$ cat src/design/tcc_pkg.sv
// Shared types and constants of the text console character engine.
`timescale 1ns / 1ps

package tcc_pkg;

  localparam int KIND_W      = 2;
  localparam int CHAR_W      = 8;
  localparam int COL_W       = 7;
  localparam int ROW_W       = 5;
  localparam int ATTR_W      = 8;
  localparam int CELL_W      = 16;
  localparam int OP_W        = 4;
  localparam int CFG_INDEX_W = 1;
  localparam int CFG_DATA_W  = 8;
  localparam int FIFO_DEPTH  = 2;

  localparam logic [KIND_W-1:0] KIND_PUT   = 2'd0;
  localparam logic [KIND_W-1:0] KIND_CLEAR = 2'd1;
  localparam logic [KIND_W-1:0] KIND_READ  = 2'd2;
  localparam logic [KIND_W-1:0] KIND_WRITE = 2'd3;

  localparam logic [CHAR_W-1:0] CH_BACKSPACE = 8'h08;
  localparam logic [CHAR_W-1:0] CH_TAB       = 8'h09;
  localparam logic [CHAR_W-1:0] CH_NEWLINE   = 8'h0a;
  localparam logic [CHAR_W-1:0] CH_RETURN    = 8'h0d;
  localparam logic [CHAR_W-1:0] CH_DELETE    = 8'h7f;

  localparam logic [CFG_INDEX_W-1:0] REG_TEXT_ATTRIBUTE  = 1'd0;
  localparam logic [CFG_INDEX_W-1:0] REG_NEWLINE_RETURNS = 1'd1;

  localparam logic [ATTR_W-1:0] ATTR_RESET = 8'd7;

  // command classes handed from front to back
  localparam logic [OP_W-1:0] OP_PRINT     = 4'd0;
  localparam logic [OP_W-1:0] OP_NEWLINE   = 4'd1;
  localparam logic [OP_W-1:0] OP_RETURN    = 4'd2;
  localparam logic [OP_W-1:0] OP_BACKSPACE = 4'd3;
  localparam logic [OP_W-1:0] OP_DELETE    = 4'd4;
  localparam logic [OP_W-1:0] OP_TAB       = 4'd5;
  localparam logic [OP_W-1:0] OP_CLEAR     = 4'd6;
  localparam logic [OP_W-1:0] OP_READ      = 4'd7;
  localparam logic [OP_W-1:0] OP_WRITE     = 4'd8;
  localparam logic [OP_W-1:0] OP_SKIP      = 4'd9;

  typedef struct packed {
    logic [OP_W-1:0]   op;
    logic [CHAR_W-1:0] char_code;
    logic [COL_W-1:0]  col;
    logic [ROW_W-1:0]  row;
  } cmd_t;

  typedef struct packed {
    logic [ATTR_W-1:0] text_attribute;
    logic              newline_returns;
  } cfg_t;

  typedef struct packed {
    logic [COL_W-1:0]  cursor_col;
    logic [ROW_W-1:0]  cursor_row;
    logic [CELL_W-1:0] cell_value;
    logic              scrolled;
  } res_t;

endpackage

$ cat src/design/tcc_fifo.sv
// Small request queue used between the front, the back and the result port.
`timescale 1ns / 1ps

module tcc_fifo #(
  parameter int WIDTH = 8
) (
  input  logic             clk,
  input  logic             rst,
  input  logic             push,
  input  logic [WIDTH-1:0] din,
  output logic             full,
  input  logic             pop,
  output logic [WIDTH-1:0] dout,
  output logic             empty
);

  localparam int PW = $clog2(tcc_pkg::FIFO_DEPTH);

  logic [WIDTH-1:0] slots [tcc_pkg::FIFO_DEPTH];
  logic [PW-1:0]    wr_ptr;
  logic [PW-1:0]    rd_ptr;
  logic [PW:0]      count;
  logic             do_push;
  logic             do_pop;

  assign full    = (count == (PW+1)'(tcc_pkg::FIFO_DEPTH));
  assign empty   = (count == '0);
  assign do_push = push && !full;
  assign do_pop  = pop && !empty;
  assign dout    = slots[rd_ptr];

  always_ff @(posedge clk) begin
    if (rst) begin
      wr_ptr <= '0;
      rd_ptr <= '0;
      count  <= '0;
    end else begin
      if (do_push) begin
        wr_ptr <= wr_ptr + 1'b1;
      end
      if (do_pop) begin
        rd_ptr <= rd_ptr + 1'b1;
      end
      if (do_push && !do_pop) begin
        count <= count + 1'b1;
      end else if (do_pop && !do_push) begin
        count <= count - 1'b1;
      end
    end
  end

  always_ff @(posedge clk) begin
    if (do_push) begin
      slots[wr_ptr] <= din;
    end
  end

endmodule

$ cat config.mk
export PLATFORM = sky130hd
export DESIGN_NAME = tcc_fifo
export DESIGN_NICKNAME = d
export VERILOG_FILES = /design/src/design/tcc_pkg.sv /design/src/design/tcc_fifo.sv
export SDC_FILE = /design/constraint.sdc
export NUM_CORES = 1
export LEC_CHECK = 0
export ABC_AREA = 1
export BUFFER_PORTS_ARGS = -buffer_cell sky130_fd_sc_hd__clkbuf_2
export CAP_MARGIN = 20
export CORE_MARGIN = 5
export CORE_UTILIZATION = 44
export DETAILED_ROUTE_END_ITERATION = 8
export MAX_ROUTING_LAYER = met4
export PLACE_DENSITY = 0.71
export SETUP_SLACK_MARGIN = 0.2
export SLEW_MARGIN = 10
export SYNTH_ARGS = -nofsm -noshare
export SYNTH_HDL_FRONTEND = slang
export SYNTH_SLANG_ARGS = --single-unit
$ cat constraint.sdc
create_clock -name clk -period 1.2 [get_ports clk]
set_input_delay 0.12 -clock clk [delete_from_list [all_inputs] [get_ports clk]]
set_output_delay 0.12 -clock clk [all_outputs]
set_load 0.005 [all_outputs]
==> impl_metrics.ini <==
[run_status]
outcome = finished, violations left
violations = setup timing

[setup_path]
cpMaxStageDelayCell = dfxtp_2
crit_required_ns = 1.08
worst_path_largest_cell_delay_ns = 0.36
crit_arrival_ns = 1.21
path_cells = buf_12, mux2_4, buf_6
critPathCaptureType = output pin
crit_fanout = 8
crit_type = reg2out
start_kind = register

[die]
die_y_um = 53.4
die_w_um = 53.4
start_util = 0.470
die-area_um2 = 2850
rows = 15
io_pins = 22
core_um2 = 1760

[clocking]
clockBufferDepth = 2
cts_htree_levels = 1
clkLatencyLatePin_ns = 0.29
cts_tree = done
cts_made_buffers = 3
clkSinkCount = 21
clk_pin_slew_ns = 0.11
root_buffer = clkbuf_4

[placement]
post-place-ws_ns = -0.0967
gp_congestion = 0.821
io_buffers = 21
dpl.hpwl_um = 1090

[drt]
wl_um = 1740
vias_per_cell = 4.67
vias = 593
drt_pre_antenna_iters = 4
drt-initial-drc-count = 12
routedWlPerCell_um = 13.7
antenna_left = 0
drc = 0

[global_route]
gr-total-overflow = 0
antenna_found_initial = 0
first_global_vias = 628
gr-usage-all-layers = 0.138
grt_max_degree = 12
grt_pass1_wl_um = 2660

[synthesis]
ys_ff_latch = 21
avgSynthCellArea_um2 = 13.4
yosys-top-cells-area = edfxtp_1, dfxtp_1, mux2_2
synth_fp_nets = 75
yosysMostFrequentCell = edfxtp_1
synthDistinctLibCells = 16
synthArstFlopShare = 0
ys_warn_count = 0
yosys-top-cells-count = edfxtp_1, nor2_1, mux2_2
yosysTopAreaCellShare = 0.580
syn_area_um2 = 828
synth_cells = 62
synth_ff_type = edfxtp_1
ys_seq_area_frac = 0.701
synth_area_leader_cell = edfxtp_1
synth_edf_count = 16

[worst_hold_path]
min-delay-path-class = in2reg

[sta]
finalClockSkew_ns = 0.00873
tightest_slew_ns = 0.183
finalSetupTns_ns = -1.05
max-slew-margin-rel = 0.877
finalSetupViolations = 11
slew_viol_final = 0
timing.final.crit_share = 1.11
rsz0062_at_grt = true
worst_hold_slack_ns = 0.0127
hold_viol = 0
worst_slack_ns = -0.129
final.min_clock_period_ns = 1.33
fmax_mhz = 753

[cells_and_area]
area_growth_pct = 56.6
final_nets = 116
drive_gt1_frac = 0.647
antenna_cells = 0

[run]
maxCapViolations = 0

[power_and_ir_drop]
peakVddDrop_v = 0.00132
leakage_nw = 0.545
powerDensity_nw_per_um2 = 2030
==> stage by stage <==
| stage | instance area [um2] | utilization | power, mW | std cells |
|---|---|---|---|---|
| 2_1_floorplan | 862 | - | 1.50 | 62 |
| 4_1_cts | 1220 | 0.692 | 2.49 | 123 |
| 6_report | 1300 | 0.735 | 2.63 | 127 |
| 5_1_grt | 1300 | 0.735 | 2.78 | 127 |
| 3_3_place_gp | 1060 | 0.600 | 1.83 | 114 |
| 3_5_place_dp | 1060 | 0.600 | 1.87 | 114 |
==> cell usage in the layout (no fill, tap or decap), types with 3 or more instances in the layout <==
cell           netlist  routed
nor2_1               9       3
clkbuf_4             0       3
edfxtp_1            16      16
inv_1                7       5
dlygate4sd3_1        0       3
buf_6                0      12
nor2_4               0       5
mux2_4               0       8
clkbuf_2             0      18
nand2_1              4       3
==> timing repair <==
item | CTS | global route
setup endpoints to repair | 30 | 31
endpoints found under the hold margin | 0 | 6
hold buffers | 0 | 3
pin swaps | 10 | 2
gates resized for setup | 28 | 13
buffers inserted | 5 | 1
==> flip-flops by register name, indices dropped and copies added (netlist names), named ones only <==
| register | cells |
|---|---|
| rd_ptr | 1 |
| slots | 16 |
| wr_ptr | 1 |
| count | 2 |
==> power breakdown <==
group | switching, mW | internal, mW | total (mW) | leakage [nW]
Sequential | 0.101 | 0.951 | 1.05 | 0.192
Combinational | 0.547 | 0.708 | 1.26 | 0.338
Clock | 0.198 | 0.129 | 0.327 | 0.0150
Total | 0.846 | 1.79 | 2.63 | 0.545
==> path summary, 6_finish.rpt <==
path                            startpoint          end  slack [ns]  cells after the start
worst max register to register    count[1]     count[1]       -0.11                      8
worst min register to register      wr_ptr       wr_ptr        0.53                      2
worst max-delay path              register      dout[0]       -0.13                      3
worst min-delay path                din[1]  slots[0][1]        0.01                      1
==> per-layer routing <==
layer  track usage  wire length (um)
met3        0.0423                90
met4        0.0426                22
met5             -                 0
met2         0.251               980
met1         0.140               648
==> area by class of cell <==
cell class,count,area [um2]
tap,25,31.3
fill,132,467
inverter,9,38.8
timing repair buffer,37,293
clock buffer,4,26.3
multi-input combinational,31,318
sequential,21,591
==> cells by family (layout without fill, tap and decap cells) <==
| family | after synthesis | after routing | synth area share |
|---|---|---|---|
| mux | 8 | 8 | 0.109 |
| fa+ha+maj | 1 | 1 | 0.0151 |
| simple gates | 16 | 16 | 0.0831 |
| compound gates | 6 | 6 | 0.0453 |
| buf+inv | 10 | 50 | 0.0468 |
| flops | 21 | 21 | 0.701 |
==> critical path, delay by kind of cell, from the launching register on <==
kind | cells | cell delay, ns
multiplexers | 1 | 0.31
buffers and inverters | 2 | 0.25
flip-flops | 1 | 0.36
Note: power is estimated with default switching activity, not from simulation.
