## src/design/tcc_pkg.sv

```systemverilog
// Shared types and constants of the text console character engine.
`timescale 1ns / 1ps

package tcc_pkg;

  localparam int KIND_W      = 2;
  localparam int CHAR_W      = 8;
  localparam int COL_W       = 7;
  localparam int ROW_W       = 5;
  localparam int ATTR_W      = 8;
  localparam int CELL_W      = 16;
  localparam int OP_W        = 4;
  localparam int CFG_INDEX_W = 1;
  localparam int CFG_DATA_W  = 8;
  localparam int FIFO_DEPTH  = 2;

  localparam logic [KIND_W-1:0] KIND_PUT   = 2'd0;
  localparam logic [KIND_W-1:0] KIND_CLEAR = 2'd1;
  localparam logic [KIND_W-1:0] KIND_READ  = 2'd2;
  localparam logic [KIND_W-1:0] KIND_WRITE = 2'd3;

  localparam logic [CHAR_W-1:0] CH_BACKSPACE = 8'h08;
  localparam logic [CHAR_W-1:0] CH_TAB       = 8'h09;
  localparam logic [CHAR_W-1:0] CH_NEWLINE   = 8'h0a;
  localparam logic [CHAR_W-1:0] CH_RETURN    = 8'h0d;
  localparam logic [CHAR_W-1:0] CH_DELETE    = 8'h7f;

  localparam logic [CFG_INDEX_W-1:0] REG_TEXT_ATTRIBUTE  = 1'd0;
  localparam logic [CFG_INDEX_W-1:0] REG_NEWLINE_RETURNS = 1'd1;

  localparam logic [ATTR_W-1:0] ATTR_RESET = 8'd7;

  // command classes handed from front to back
  localparam logic [OP_W-1:0] OP_PRINT     = 4'd0;
  localparam logic [OP_W-1:0] OP_NEWLINE   = 4'd1;
  localparam logic [OP_W-1:0] OP_RETURN    = 4'd2;
  localparam logic [OP_W-1:0] OP_BACKSPACE = 4'd3;
  localparam logic [OP_W-1:0] OP_DELETE    = 4'd4;
  localparam logic [OP_W-1:0] OP_TAB       = 4'd5;
  localparam logic [OP_W-1:0] OP_CLEAR     = 4'd6;
  localparam logic [OP_W-1:0] OP_READ      = 4'd7;
  localparam logic [OP_W-1:0] OP_WRITE     = 4'd8;
  localparam logic [OP_W-1:0] OP_SKIP      = 4'd9;

  typedef struct packed {
    logic [OP_W-1:0]   op;
    logic [CHAR_W-1:0] char_code;
    logic [COL_W-1:0]  col;
    logic [ROW_W-1:0]  row;
  } cmd_t;

  typedef struct packed {
    logic [ATTR_W-1:0] text_attribute;
    logic              newline_returns;
  } cfg_t;

  typedef struct packed {
    logic [COL_W-1:0]  cursor_col;
    logic [ROW_W-1:0]  cursor_row;
    logic [CELL_W-1:0] cell_value;
    logic              scrolled;
  } res_t;

endpackage

```

## src/design/tcc_front.sv

```systemverilog
// Intake side: accepts requests and classifies them into back-end commands.
`timescale 1ns / 1ps

module tcc_front #(
  parameter int COLUMNS = 80,
  parameter int ROWS    = 24
) (
  input  logic                        push,
  input  logic [tcc_pkg::KIND_W-1:0]  kind,
  input  logic [tcc_pkg::CHAR_W-1:0]  char_code,
  input  logic [tcc_pkg::COL_W-1:0]   col,
  input  logic [tcc_pkg::ROW_W-1:0]   row,
  output logic                        full,
  input  logic                        cmd_full,
  input  logic                        init_busy,
  output logic                        cmd_push,
  output tcc_pkg::cmd_t               cmd
);

  logic in_range;

  assign in_range = (col < COLUMNS) && (row < ROWS);
  assign full     = cmd_full || init_busy;
  assign cmd_push = push && !full;

  always_comb begin
    cmd.char_code = char_code;
    cmd.col       = col;
    cmd.row       = row;
    unique case (kind)
      tcc_pkg::KIND_PUT: begin
        unique case (char_code)
          tcc_pkg::CH_NEWLINE:   cmd.op = tcc_pkg::OP_NEWLINE;
          tcc_pkg::CH_RETURN:    cmd.op = tcc_pkg::OP_RETURN;
          tcc_pkg::CH_BACKSPACE: cmd.op = tcc_pkg::OP_BACKSPACE;
          tcc_pkg::CH_DELETE:    cmd.op = tcc_pkg::OP_DELETE;
          tcc_pkg::CH_TAB:       cmd.op = tcc_pkg::OP_TAB;
          default:               cmd.op = tcc_pkg::OP_PRINT;
        endcase
      end
      tcc_pkg::KIND_CLEAR: cmd.op = tcc_pkg::OP_CLEAR;
      tcc_pkg::KIND_READ:  cmd.op = in_range ? tcc_pkg::OP_READ : tcc_pkg::OP_SKIP;
      default:             cmd.op = in_range ? tcc_pkg::OP_WRITE : tcc_pkg::OP_SKIP;
    endcase
  end

endmodule

```

## config.mk

```make
export PLATFORM = sky130hd
export DESIGN_NAME = tcc_front
export DESIGN_NICKNAME = d
export VERILOG_FILES = /design/src/design/tcc_pkg.sv /design/src/design/tcc_front.sv
export SDC_FILE = /design/constraint.sdc
export NUM_CORES = 1
export LEC_CHECK = 0
export ABC_AREA = 1
export BUFFER_PORTS_ARGS = -buffer_cell sky130_fd_sc_hd__clkbuf_2
export CAP_MARGIN = 10
export CORE_AREA = 2 2 39 41
export DETAILED_ROUTE_END_ITERATION = 16
export DIE_AREA = 0 0 41 43
export PLACE_DENSITY = 0.77
export SLEW_MARGIN = 40
export SYNTH_ARGS = -nofsm -noshare
export SYNTH_HDL_FRONTEND = slang
export SYNTH_SLANG_ARGS = --single-unit
```

## constraint.sdc

```tcl
create_clock -name vclk -period 0.8
set_clock_uncertainty 0.1 [all_clocks]
set_input_delay 0 -clock vclk [all_inputs]
set_output_delay 0 -clock vclk [all_outputs]
set_load 0.03 [all_outputs]
```

==> key figures <==
Power
  • Reg power frac: 0
  • Sw power: 263 uW
  • Sw Ratio: 0.597
  • VDD IR max: 284 uV
  • Clk pwr share: 0
  • Logic pwr share: 1.000
  • Pwr/cell area: 706 nW/um2
  • Lkg Pwr: 0.000418 uW
  • P_int: 178 uW

Route
  • Via-per-instance ratio: 4.17
  • Number of routed nets with antenna violations: 0
  • Initial DRC count: 4
  • # DRC: 0
  • DR vias: 463
  • Routed WL: 920 um
  • Detailed Routing Iterations Pass 1: 4
  • Post-DR wirelength/cell: 8.29 um

Layout
  • Number of inserted diodes: 0
  • Nets: 122
  • # fillers: 156
  • Clkbuf count: 0
  • Storage cell area: 0 um2
  • Area added between synthesis and finish: 66.9%
  • FF+latch count: 0
  • Layout cells sized above 1: 0.547

Synthesis
  • Post-synth top area cell: buf_4
  • Distinct cells, synth: 13
  • Area contributors post-synth: buf_4 40%, nand2_1 20%, inv_1 9.0%, nor2_1 7.0%, nor2_2 5.0%
  • Largest family of logic cells by synthesized area: buffers and inverters
  • Post-Syn Area: 374 um2
  • Simple-gate share of the synthesized area: 0.455
  • Synth Area in XOR/XNOR: 0
  • Syn Area/Cell: 5.34 um2
  • Synth Area in Compound Gates: 0.0535
  • Commonest cells in the netlist: 20 x buf_4, 20 x nand2_1, 9 x inv_1, 7 x nor2_1
  • Post-synthesis mux area share: 0
  • Post-synthesis sequential area ratio: 0
  • Proportion of netlist area held by the largest area contributor: 0.401
  • Post-synth net total: 95
  • Ys Warns: 0
  • Cells after synthesis: 70
  • Post-Synth Adder-Cell Area: 0

Setup path
  • CP arrival: 0.71 ns
  • Crit path depth: 9
  • Startpoint types: primary input
  • CP max FO: 4
  • Element type at the critical path end: output port
  • Worst path cell trace: buf_4 > inv_2 > nand2_1 > nor2_1 > nand2_1 > nand2_1 > nand2_1 > nand2_1 > buf_8
  • CP required: 0.70 ns
  • End point of the critical path: cmd[22]
  • CP most frequent cell: nand2_1
  • Worst Setup SP: char_code[1]
  • Slowest-stage cell, CP: buf_8
  • Kind of critical path: in2out
  • CP top delay family: simple AND/OR/NAND/NOR gates
  • CP max stage delay: 0.13 ns
  • Critical path buffers and inverters: 3

Timing
  • Final hold vios: 0
  • RSZ-0062 raised after global routing: yes
  • Final min period: 0.815 ns
  • Hold_ws: 0.163 ns
  • Final setup vio count: 1
  • Final WS setup: -0.0148 ns
  • Sum Neg Setup Slack: -0.0148 ns
  • Measured slew at the worst slew-check pin: 0.318 ns
  • Pins Over Slew Limit: 0
  • Fmax: 1230 MHz
  • Period Utilization, post-route: 1.02
  • Headroom to the max-slew limit: 0.789

Run status
  • Failing checks: negative setup slack
  • Status: finished, violations left

Global route
  • Top Usage Layer GRT: met2
  • Largest net degree at the start of global routing: 6
  • Antenna violations before repair: 0
  • Met2 layer usage reported by global route: 0.159
  • Remaining global-route overflow: 0
  • First-pass GRT wire length: 1190 um
  • Overall routing resource usage: 0.0859
  • Met3 usage: 0
  • Met1 global-route usage: 0.111
  • Vias in the first global route: 331

Run
  • Max-Cap Viols: 0

Floorplan
  • Row cnt: 14
  • DIE HEIGHT: 43 um
  • Die width: 41 um
  • Core area: 1380 um2
  • Ports: 51
  • Initial core utilization: 0.270
  • Die area: 1760 um2

Placed design
  • Placed wire-length estimate: 705 um
  • GPL Wtd Cong: 0.829
  • Buffers on Ports: 37

Min path
  • Hold/Removal Path Class: in2out
timing repair:
item,4_1_cts,5_1_grt
resized for setup,11,33
pin swaps,6,8
setup buffers,0,1
hold buffers,7,0
endpoints found under the hold margin,7,0
endpoints found under the setup margin,3,10
per-layer routing:
layer,vias up,routed length [um]
met5,-,0
met1,198,325
li1,244,-
met4,0,0
met2,21,509
met3,0,86
cell usage in the layout (no fill, tap or decap):
| master | instances |
|---|---|
| clkbuf_2 | 26 |
| nand2_1 | 17 |
| dlymetal6s4s_1 | 7 |
| inv_1 | 6 |
| nor2_1 | 5 |
| buf_4 | 4 |
| buf_8 | 4 |
| nor2_2 | 3 |
| inv_2 | 3 |
| nand2_2 | 3 |
| nand3_1 | 3 |
| nor2_4 | 2 |
| nand4_1 | 2 |
| buf_6 | 2 |
| clkbuf_8 | 2 |
| and2_4 | 1 |
| o21ai_2 | 1 |
| o21ai_1 | 1 |
| a31oi_1 | 1 |
| nand3b_1 | 1 |
| or2_2 | 1 |
worst min-delay path by stage:
stage	cells after the start	startpoint	to	slack [ns]
CTS	2	row[3]	cmd[3]	0.16
global route	2	row[4]	cmd[4]	0.17
global placement	0	row[2]	cmd[2]	-0.1
detailed placement	0	row[2]	cmd[2]	-0.1
finish	2	row[4]	cmd[4]	0.16
floorplan	2	push	cmd_push	0.02
through the flow:
step / util / instances / instance area, um2 / setup slack [ns] / power [uW]
after detailed placement: 0.312 / 103 / 432 / -0.0816 / 301
final: 0.451 / 111 / 624 / -0.0148 / 441
after floorplan: - / 70 / 377 / 0.0143 / 293
after CTS: 0.401 / 110 / 556 / -0.0331 / 402
after global routing: 0.451 / 111 / 624 / -0.0637 / 470
after global placement: 0.312 / 103 / 432 / -0.0688 / 297
power groups by stage:
stage | Combinational [uW] | Clock (uW) | Sequential [uW]
2_1_floorplan | 293 | 0 | 0
3_3_place_gp | 297 | 0 | 0
3_5_place_dp | 301 | 0 | 0
4_1_cts | 402 | 0 | 0
5_1_grt | 470 | 0 | 0
6_report | 441 | 0 | 0
cell families after synthesis:
kind of cell	count (synthesis)
and+or+nand+nor	38
buffers and inverters	29
AOI/OAI and AO/OA	3
area by class of cell:
type,count,area [um2],area share
inverter,9,33.8,0.0541
multi-input combinational,41,213,0.341
tap,16,20.0,0.0321
timing repair buffer,45,358,0.573
Power figures use the tool's default switching activity.
